$ cat src/design/assert_macros.svh
// Assertion macros used by the csv field splitter RTL.
`ifndef ASSERT_MACROS_SVH
`define ASSERT_MACROS_SVH

// Property checked at every clock edge outside reset.
`define ASSERT_AT(lbl, clk, rstn, prop) \
  lbl: assert property (@(posedge clk) disable iff (!rstn) (prop)) \
    else $error("assertion failed");

// Antecedent at one edge implies consequent at the next edge.
`define ASSERT_NEXT(lbl, clk, rstn, ante, cons) \
  lbl: assert property (@(posedge clk) disable iff (!rstn) (ante) |=> (cons)) \
    else $error("assertion failed");

`endif

$ cat src/design/csvfs_pkg.sv
// Package: characters, parse modes and state/result types of the csv field splitter.
`timescale 1ns / 1ps
package csvfs_pkg;

  localparam logic [7:0] CH_COMMA  = 8'h2C;
  localparam logic [7:0] CH_QUOTE  = 8'h22;
  localparam logic [7:0] CH_CR     = 8'h0D;
  localparam logic [7:0] CH_LF     = 8'h0A;
  localparam logic [7:0] CH_BSLASH = 8'h5C;

  typedef enum logic [3:0] {
    MODE_START  = 4'b0001,
    MODE_QUOTED = 4'b0010,
    MODE_CLOSED = 4'b0100,
    MODE_PLAIN  = 4'b1000
  } mode_e;

  typedef struct packed {
    mode_e mode;
    logic  esc_pending;
    logic  after_cr;
    logic  nonempty;
  } state_t;

  typedef struct packed {
    logic [7:0] data_byte;
    logic       has_byte;
    logic       field_end;
    logic       line_end;
  } result_t;

  localparam state_t RESET_STATE = '{mode: MODE_START, esc_pending: 1'b0,
                                     after_cr: 1'b0, nonempty: 1'b0};

endpackage

$ cat src/design/csvfs_if.sv
// Stream interfaces for the text input and the field result output.
`timescale 1ns / 1ps
interface csvfs_in_if;
  logic       valid;
  logic       ready;
  logic [7:0] in_byte;
  logic       end_of_input;

  modport source (output valid, output in_byte, output end_of_input, input ready);
  modport sink   (input valid, input in_byte, input end_of_input, output ready);
endinterface

interface csvfs_out_if;
  logic       valid;
  logic       ready;
  logic [7:0] data_byte;
  logic       has_byte;
  logic       field_end;
  logic       line_end;

  modport source (output valid, output data_byte, output has_byte, output field_end,
                  output line_end, input ready);
  modport sink   (input valid, input data_byte, input has_byte, input field_end,
                  input line_end, output ready);
endinterface

$ cat src/design/csvfs_step.sv
// Next-state and result logic for one text byte.
`timescale 1ns / 1ps
module csvfs_step import csvfs_pkg::*; (
  input  state_t     state_i,
  input  logic [7:0] byte_i,
  input  logic       eoi_i,
  output state_t     state_o,
  output result_t    res_o,
  output logic       res_valid_o
);

  logic   is_brk;
  logic   swallow;
  logic   has, fe, le;
  state_t nxt;

  always_comb begin
    is_brk  = byte_i inside {CH_CR, CH_LF};
    swallow = state_i.after_cr && (byte_i == CH_LF);
    has     = 1'b0;
    fe      = 1'b0;
    le      = 1'b0;
    nxt          = state_i;
    nxt.after_cr = 1'b0;

    if (!swallow) begin
      if (state_i.esc_pending) begin
        nxt.esc_pending = 1'b0;
        has             = 1'b1;
      end else begin
        case (state_i.mode)
          MODE_START: begin
            if (is_brk) begin
              le = 1'b1;
            end else if (byte_i == CH_BSLASH) begin
              nxt.esc_pending = 1'b1;
              nxt.mode        = MODE_PLAIN;
            end else if (byte_i == CH_COMMA) begin
              fe = 1'b1;
            end else if (byte_i == CH_QUOTE) begin
              nxt.mode = MODE_QUOTED;
            end else begin
              has      = 1'b1;
              nxt.mode = MODE_PLAIN;
            end
          end
          MODE_QUOTED: begin
            if (byte_i == CH_BSLASH) begin
              nxt.esc_pending = 1'b1;
            end else if (byte_i == CH_QUOTE) begin
              fe       = 1'b1;
              nxt.mode = MODE_CLOSED;
            end else begin
              has = 1'b1;
            end
          end
          MODE_CLOSED: begin
            if (byte_i == CH_COMMA) begin
              nxt.mode = MODE_START;
            end else if (is_brk) begin
              le = 1'b1;
            end
          end
          MODE_PLAIN: begin
            if (is_brk) begin
              fe = 1'b1;
              le = 1'b1;
            end else if (byte_i == CH_BSLASH) begin
              nxt.esc_pending = 1'b1;
            end else if (byte_i == CH_COMMA) begin
              fe       = 1'b1;
              nxt.mode = MODE_START;
            end else begin
              has = 1'b1;
            end
          end
          default: begin
            nxt.mode = MODE_START;
          end
        endcase
      end
      if (has) nxt.nonempty = 1'b1;
      if (fe)  nxt.nonempty = 1'b0;
      if (le) begin
        nxt.mode        = MODE_START;
        nxt.esc_pending = 1'b0;
        nxt.nonempty    = 1'b0;
        nxt.after_cr    = (byte_i == CH_CR);
      end
    end

    // end of text: flush a non-empty open field, close the line, back to reset
    if (eoi_i) begin
      if (!le) begin
        fe = fe | nxt.nonempty;
        le = 1'b1;
      end
      nxt = RESET_STATE;
    end

    state_o           = nxt;
    res_o.data_byte   = has ? byte_i : 8'h00;
    res_o.has_byte    = has;
    res_o.field_end   = fe;
    res_o.line_end    = le;
    res_valid_o       = has | fe | le;
  end

endmodule

$ cat src/design/csv_field_splitter.sv
// Top level of the csv field splitter: state register, result register, handshakes.
`timescale 1ns / 1ps
`include "assert_macros.svh"
// Splits CSV text, one byte per input word, into field bytes, field ends and
// line ends. Fields are unquoted or double-quoted; a backslash passes the next
// byte through literally; bytes after a closing quote are ignored up to the
// next comma or line break; a trailing empty field is dropped; an LF right
// after a CR that ended a line is swallowed. end_of_input on a byte flushes a
// non-empty open field, closes the line and returns the parser to reset.
// Each accepted byte yields zero or one result word. Throughput is one byte
// per clock: the parse state is a small register updated in the same cycle a
// byte is accepted, and the result sits in an output register, so a byte is
// taken whenever that register is empty or being drained. A result is valid in
// the cycle after its byte is accepted. No clearing pass after reset.
module csv_field_splitter import csvfs_pkg::*; (
  input  logic         clk_i,
  input  logic         rst_ni,
  csvfs_in_if.sink     in_i,
  csvfs_out_if.source  out_o
);

  state_t  state_q, state_d;
  result_t out_q, res_d;
  logic    out_valid_q;
  logic    res_valid_d;
  logic    in_accept;

  // Take a byte whenever the result register is free or drains this cycle.
  assign in_i.ready = !out_valid_q || out_o.ready;
  assign in_accept  = in_i.valid && in_i.ready;

  csvfs_step u_step (
    .state_i     (state_q),
    .byte_i      (in_i.in_byte),
    .eoi_i       (in_i.end_of_input),
    .state_o     (state_d),
    .res_o       (res_d),
    .res_valid_o (res_valid_d)
  );

  always_ff @(posedge clk_i or negedge rst_ni) begin
    if (!rst_ni) begin
      state_q     <= RESET_STATE;
      out_valid_q <= 1'b0;
    end else begin
      if (in_accept) begin
        state_q     <= state_d;
        out_valid_q <= res_valid_d;
      end else if (out_o.ready) begin
        out_valid_q <= 1'b0;
      end
    end
  end

  // Result payload: loaded on every accept that produces a word.
  always_ff @(posedge clk_i) begin
    if (in_accept && res_valid_d) begin
      out_q <= res_d;
    end
  end

  assign out_o.valid     = out_valid_q;
  assign out_o.data_byte = out_q.data_byte;
  assign out_o.has_byte  = out_q.has_byte;
  assign out_o.field_end = out_q.field_end;
  assign out_o.line_end  = out_q.line_end;

  // End of text always produces a line end in the next result word.
  `ASSERT_NEXT(a_eoi_closes_line, clk_i, rst_ni, in_accept && in_i.end_of_input,
               out_valid_q && out_q.line_end)
  // ... and leaves the parser in its reset state.
  `ASSERT_NEXT(a_eoi_resets_state, clk_i, rst_ni, in_accept && in_i.end_of_input,
               state_q == RESET_STATE)
  // A result word never carries nothing, and data is zero without a byte.
  `ASSERT_AT(a_word_nonempty, clk_i, rst_ni,
             !out_valid_q || ((out_q.has_byte || out_q.field_end || out_q.line_end) &&
                              (out_q.has_byte || out_q.data_byte == 8'h00)))

endmodule

$ cat src/flat_wrapper.sv
// flat-port wrapper written by rule: the top's interface ports become plain ports
module csv_field_splitter_flat import csvfs_pkg::*;
  (clk_i, rst_ni, in_i_valid, in_i_in_byte, in_i_end_of_input, in_i_ready, out_o_valid, out_o_data_byte, out_o_has_byte, out_o_field_end, out_o_line_end, out_o_ready);
  csvfs_in_if in_i_i ();
  csvfs_out_if out_o_i ();
  input  logic clk_i;
  input  logic rst_ni;
  input wire logic [$bits(in_i_i.valid)-1:0] in_i_valid;
  input wire logic [$bits(in_i_i.in_byte)-1:0] in_i_in_byte;
  input wire logic [$bits(in_i_i.end_of_input)-1:0] in_i_end_of_input;
  output wire logic [$bits(in_i_i.ready)-1:0] in_i_ready;
  output wire logic [$bits(out_o_i.valid)-1:0] out_o_valid;
  output wire logic [$bits(out_o_i.data_byte)-1:0] out_o_data_byte;
  output wire logic [$bits(out_o_i.has_byte)-1:0] out_o_has_byte;
  output wire logic [$bits(out_o_i.field_end)-1:0] out_o_field_end;
  output wire logic [$bits(out_o_i.line_end)-1:0] out_o_line_end;
  input wire logic [$bits(out_o_i.ready)-1:0] out_o_ready;
  assign in_i_i.valid = in_i_valid;
  assign in_i_i.in_byte = in_i_in_byte;
  assign in_i_i.end_of_input = in_i_end_of_input;
  assign in_i_ready = in_i_i.ready;
  assign out_o_valid = out_o_i.valid;
  assign out_o_data_byte = out_o_i.data_byte;
  assign out_o_has_byte = out_o_i.has_byte;
  assign out_o_field_end = out_o_i.field_end;
  assign out_o_line_end = out_o_i.line_end;
  assign out_o_i.ready = out_o_ready;
  csv_field_splitter u_core (.clk_i(clk_i), .rst_ni(rst_ni), .in_i(in_i_i), .out_o(out_o_i));
endmodule
$ cat config.mk
export PLATFORM = sky130hd
export DESIGN_NAME = csv_field_splitter_flat
export DESIGN_NICKNAME = d
export VERILOG_FILES = /design/src/design/csvfs_pkg.sv /design/src/design/csvfs_if.sv /design/src/design/csvfs_step.sv /design/src/design/csv_field_splitter.sv /design/src/flat_wrapper.sv
export VERILOG_INCLUDE_DIRS = /design/src /design/src/design
export SDC_FILE = /design/constraint.sdc
export NUM_CORES = 1
export LEC_CHECK = 0
export ABC_AREA = 1
export BUFFER_PORTS_ARGS = -buffer_cell sky130_fd_sc_hd__buf_2
export CORE_MARGIN = 4
export CORE_UTILIZATION = 60
export CTS_BUF_LIST = sky130_fd_sc_hd__clkbuf_8
export DETAILED_ROUTE_END_ITERATION = 8
export PLACE_DENSITY = 0.95
export SYNTH_ARGS = -nofsm -noshare
export SYNTH_HDL_FRONTEND = slang
export SYNTH_SLANG_ARGS = --single-unit
export TNS_END_PERCENT = 10
$ cat constraint.sdc
create_clock -name clk_i -period 3.4 [get_ports clk_i]
set_clock_uncertainty 0.2 [all_clocks]
set_input_delay 0.34 -clock clk_i [delete_from_list [all_inputs] [get_ports clk_i]]
set_output_delay 0.34 -clock clk_i [all_outputs]
set_load 0.05 [all_outputs]
# Yosys cells after proc, flatten, opt, wreduce, memory -nomap -nowiden

Index checks and enable logic that the tools add are counted.

Bits in registers: 19
Input bits: 13
RAM bits: 0
Memories kept: 0
Output and inout port bits: 13
Bits in latches: 0
Logic and storage cells: 91
Memory bits (read-only): 0

Divide/modulo/power cells: 0
Multiply operators: 0
Eq/ne operators: 17
$add $sub $neg: 0
Shift operators: 0
Order comparisons: 0
Muxes and demuxes: 52
Bitwise operators: 3
Reduce and logical (&&, ||, !) cells: 10

Operators with widths:

| kind                                                                  | count |
|---|---|
| 1-bit two-way mux                                                     | 34 |
| 4-bit two-way mux                                                     | 8 |
| 7-bit two-way mux                                                     | 3 |
| 4-bit inequality test, second input constant                          | 5 |
| 8-bit by 4-bit equality test with 1-bit output, second input constant | 2 |
| 8-bit by 6-bit equality test with 1-bit output, second input constant | 2 |
| 4-bit one-hot mux with 4 select lines                                 | 1 |
| 5-bit two-way mux                                                     | 2 |
| 1-bit one-hot mux with 3 select lines                                 | 3 |
| 9-bit AND reduction                                                   | 1 |
| 8-bit by 7-bit equality test with 1-bit output, second input constant | 1 |
| 5-bit inequality test, second input constant                          | 1 |
| 4-bit by 1-bit equality test with 1-bit output, second input constant | 1 |
| 4-bit by 2-bit equality test with 1-bit output, second input constant | 1 |
| 4-bit by 3-bit equality test with 1-bit output, second input constant | 1 |
| 4-bit equality test, second input constant                            | 1 |
| 2-bit nonzero test                                                    | 2 |
| 1-bit logical AND                                                     | 3 |
| 3-bit inequality test, second input constant                          | 1 |
| 1-bit OR                                                              | 3 |
| 2-bit inequality test, second input constant                          | 1 |
| 1-bit one-hot mux with 2 select lines                                 | 1 |
| 2-bit AND reduction                                                   | 1 |
| 2-bit OR reduction                                                    | 1 |
| other kinds (2)                                                       | 2 |

# Longest topological paths before layout

Depth after elaboration: 18
Gate-level depth with buffers: 13

# Hierarchy

From an unflattened synthesis, not the netlist that was laid out.

Cells, all modules: 175
Area total of the unflattened synthesis: 1,335.0 sq um

Modules (own cells, without submodules):

| module             | area each (sq um) | cells each | seq. area each (sq um) | times used |
|---|---|---|---|---|
| csv_field_splitter | 669.4             | 48         | 531.8                  | 1 |
| csvfs_step         | 665.6             | 127        | 0.0                    | 1 |

# Worst setup path after synthesis

Ideal clock, no wire load.

Path type: register to register
Start point: reg u_core.out_valid_q, in the netlist u_core.out_o.valid
End point: reg u_core.out_q (netlist bit u_core.out_o.data_byte[0]), enable pin
Buffers on the path: 0
Setup slack: 1.283 ns
Arrival: 1.578 ns
Data required time: 2.861 ns
Library setup time: 0.339 ns
Stages on the path, launching flop included: 6
Cells stage by stage: dfrtp_1 nand2_1 nand2_1 inv_1 nand2_2 inv_1

Longest elaborated chain between the ends: 4

Ends and longest elaborated chain:

| element                  | line                     | RTL |
|---|---|---|
| start: declaration       | csv_field_splitter.sv:24 | `logic out_valid_q;` |
| start signal: assignment | csv_field_splitter.sv:48 | `out_valid_q <= res_valid_d;` |
| 1-bit logical NOT        | csv_field_splitter.sv:29 | `assign in_i.ready = !out_valid_q \|\| out_o.ready;` |
| 1-bit logical OR         | csv_field_splitter.sv:29 |  |
| via in_i_ready           | flat_wrapper.sv:11       | `output wire logic [$bits(in_i_i.ready)-1:0] in_i_ready;` |
| 1-bit logical AND        | csv_field_splitter.sv:30 | `assign in_accept = in_i.valid && in_i.ready;` |
| 1-bit logical AND        | csv_field_splitter.sv:57 | `if (in_accept && res_valid_d) begin` |
| end signal: assignment   | csv_field_splitter.sv:58 | `out_q <= res_d;` |
| end: declaration         | csv_field_splitter.sv:23 | `result_t out_q, res_d;` |

The timed path passes the listed nets, and every way through them passes these cells.
A chain may end at the register's enable or synchronous reset.

# Worst setup path in the final report

Start point: reg u_core.state_q[3] (netlist bit)
End point: reg u_core.out_q (netlist bit u_core.out_o.data_byte[4]), enable pin

Longest elaborated chain between the ends: 14
Elaborated cells between the ends (all ways): 28
Classes of those cells: eq/ne: 4; mux: 19; bitwise: 3; reduce/logical: 2

Ends and longest elaborated chain:

| element                                           | line                     | RTL |
|---|---|---|
| start: declaration                                | csv_field_splitter.sv:22 | `state_t state_q, state_d;` |
| start signal: assignment                          | csv_field_splitter.sv:47 | `state_q <= state_d;` |
| 4-bit equality test, or another cell as far along | csvfs_step.sv:31         | `case (state_i.mode)` |
| 1-bit one-hot mux with 3 select lines             | csvfs_step.sv:31         |  |
| 1-bit two-way mux                                 | csvfs_step.sv:27         | `if (state_i.esc_pending) begin` |
| 1-bit two-way mux                                 | csvfs_step.sv:26         | `if (!swallow) begin` |
| 1-bit two-way mux                                 | csvfs_step.sv:82         | `if (has) nxt.nonempty = 1'b1;` |
| 1-bit two-way mux                                 | csvfs_step.sv:83         | `if (fe) nxt.nonempty = 1'b0;` |
| 7-bit two-way mux                                 | csvfs_step.sv:84         | `if (le) begin` |
| 7-bit two-way mux                                 | csvfs_step.sv:26         |  |
| 1-bit OR                                          | csvfs_step.sv:95         | `fe = fe \| nxt.nonempty;` |
| 1-bit two-way mux                                 | csvfs_step.sv:94         | `if (!le) begin` |
| 1-bit two-way mux                                 | csvfs_step.sv:93         | `if (eoi_i) begin` |
| 1-bit OR                                          | csvfs_step.sv:106        | `res_valid_o = has \| fe \| le;` |
| 1-bit OR (*)                                      | csvfs_step.sv:106        |  |
| 1-bit logical AND (*)                             | csv_field_splitter.sv:57 |  |

Every way passes the cells marked *; elsewhere a longest branch is shown, timed or not. The select of a mux whose other input is x is not followed.

==> qor.yml <==
run_status: "complete, no violations"
numClockSinks: 19
slowest_stage: "dfstp_2"
synthArstFlopShare_pct: 42.11
ioPinCount: 26
ys.flop_type: "edfxtp_1"
post-synth-top-area-fraction_pct: 27.56
synth_edf_count: 11
drv_slew: 0
cp-end-kind: "flop"
syn_area_mm2: 0.001199
grt_pass1_wl_um: 4457
dp_hpwl_um: 2215
fin_area_mm2: 0.001399
met3_length_um: 228
die_w_um: 52.70
cp_max_fo: 11
maxUsedRoutingLayer: "met4"
finalHoldViolCount: 0
reg2reg_depth: 8
synth.distinct_cells: 25
endpoint: "u_core.out_o.data_byte[4]$_SDFFCE_PN0P_"
drt-vias-per-instance: 5.671
synth.yosys.seq_area_share_pct: 44.36
cts_tree: "yes"
relSlewSlack_pct: 75.43
yosys-top-cells-area: "edfxtp_1 28%, dfrtp_1 15%, nand2_1 14%"
wire_per_inst_um: 13.34
cp-start-kind: "flop"
first_global_vias: 1074
htreeDepth: 1
port_buffers: 25
ant_nets: 0
slowest_delay_ps: 570
ys_seq_elements: 19
place_congestion: 1.042
wl_met2_um: 1387
area_growth_pct: 16.70
clkLatencyLatePin_ps: 250
met1_length_um: 1104
setup_viol: 0
whs_ps: 207.0
dieArea_mm2: 0.002777
synth_cells: 159
worstPathArrival_ps: 2050
nNetsFinal: 202
crit_chain: "nand3_1, nand2_2, inv_1, nand2_1, nand4_1, nand4_4, nand2_2, inv_1"
synth_nets: 172
grt_overflow: 0
final_layout_size_suffix_gt1_share_pct: 29.79
cts_root_buffer: "clkbuf_8"
post-synth-top-count-cell: "nand2_1"
drt_wl_total_um: 2842
drv_cap: 0
initial_core_util_pct: 66.53
diodes: 0
fin_crit_ps: 2343
cts_inserted_buffers: 3
cts.path.max_buffers: 2
fmax_ghz: 0.4267
required_ps: 3110
grt_max_degree: 12
via_count: 1208
ys_top_cells_by_count: "45 x nand2_1, 21 x inv_1, 17 x nor2_1"
reg2reg_slack_ps: 1060
placeableCoreArea_mm2: 0.001802
p_total_mw: 0.8802
ir_drop_uv: 319.0
syn_avg_cell_area_um2: 7.539
worst_slew_pin_slew_ps: 368.2
reg2reg_from: "u_core.state_q[3]$_DFFE_PN1P_"
synth_top_area_cell: "edfxtp_1"
rsz0062_at_grt: "false"
initialDrtViolationCount: 82
fin_crit_sh_pct: 68.92
yosysWarnings: 0
r2r_end: "u_core.out_o.data_byte[4]$_SDFFCE_PN0P_"
startpoint: "u_core.state_q[3]$_DFFE_PN1P_"
die_h_um: 52.70
path_class: "flop to flop"
drc: 0
placed_cell_area_mm2: 0.001344
first_pass_iters: 6
hold_class: "primary input to flop"
grt_usage_pct: 22.14
p_leak_nw: 0.7190
powerDensity_mw_per_mm2: 629.2
setup_tns_ps: 0
post_cts_buffers: 0
path_clk_slew_ps: 60
antenna_found_initial: 0
num_rows: 15
## flip-flops by register name, indices dropped and copies added (netlist names)
name                    cells
u_core.state_q              7
u_core.out_o.data_byte      8
u_core.out_o.has_byte       1
u_core.out_o.line_end       1
u_core.out_o.valid          1
u_core.out_o.field_end      1
## critical path, delay by kind of cell, from the launching register on
family / cells / cell delay [ps]
buffers and inverters: 2 / 330
flip-flops: 1 / 570
AND/OR/NAND/NOR: 6 / 910
## worst min-delay path by stage
stage | start | to | slack [ps] | cells past startpoint
floorplan | rst_ni | u_core.out_o.valid$_DFFE_PN0P_ | -160 | 0
global placement | rst_ni | u_core.out_o.valid$_DFFE_PN0P_ | -9 | 1
detailed placement | rst_ni | u_core.state_q[0]$_DFFE_PN0P_ | -4 | 1
CTS | out_o_ready | u_core.out_o.valid$_DFFE_PN0P_ | 200 | 4
global route | out_o_ready | u_core.out_o.valid$_DFFE_PN0P_ | 240 | 4
finish | out_o_ready | u_core.out_o.valid$_DFFE_PN0P_ | 210 | 4
## cells by family after synthesis
| kind of cell | after synthesis | synth area share (%) |
|---|---|---|
| AND/OR/NAND/NOR | 97 | 39.87 |
| buffers and inverters | 31 | 10.33 |
| flip-flops | 19 | 44.36 |
| AO/OA/AOI/OAI | 12 | 5.429 |
## power breakdown
| part | switching (mW) | internal (mW) | total (mW) |
|---|---|---|---|
| Combinational | 0.305 | 0.0958 | 0.401 |
| Sequential | 0.0218 | 0.311 | 0.333 |
| Clock | 0.0666 | 0.0799 | 0.147 |
## what timing repair did
item                                   4_1_cts  5_1_grt
hold buffers                                 1        0
gates resized for setup                      0        0
endpoints found under the hold margin        8        0
## through the flow
| step | worst slack, ps | instances | util, % |
|---|---|---|---|
| 6_report | 1057 | 213 | 77.64 |
| 5_1_grt | 907.4 | 213 | 77.64 |
| 3_5_place_dp | 1057 | 208 | 74.58 |
| 4_1_cts | 1072 | 213 | 77.64 |
| 3_3_place_gp | 1122 | 208 | 74.58 |
| 2_1_floorplan | 1283 | 159 | - |
## placed cells by master (no fill, tap or decap), types with 2 or more instances in the layout
master,Yosys,layout
nand2_1,45,45
buf_2,0,25
inv_1,21,22
nor2_1,17,17
nand3_1,11,11
edfxtp_1,11,11
inv_2,9,9
nand2_2,7,7
dfrtp_1,7,7
nor2_2,5,5
o21ai_1,5,5
nand4_1,4,4
clkbuf_8,0,3
nor3_1,2,2
a21oi_1,2,2
o21ai_0,2,2
## routing by layer
metal / up-vias / track usage (%)
met5: - / 0
met4: 0 / 10.64
met1: 540 / 25.77
met2: 80 / 39.88
li1: 564 / -
met3: 24 / 2.279
## final cells by class
class	count	area [um^2]
fillers	133	402.9
inverters	30	112.6
repair buffers	26	135.1
flip-flops and latches	19	531.8
multi-input cells	109	543.0
clock buffers	3	41.29
well taps	25	31.28
clock inverters	1	3.754
(Power assumes the default switching activity.)
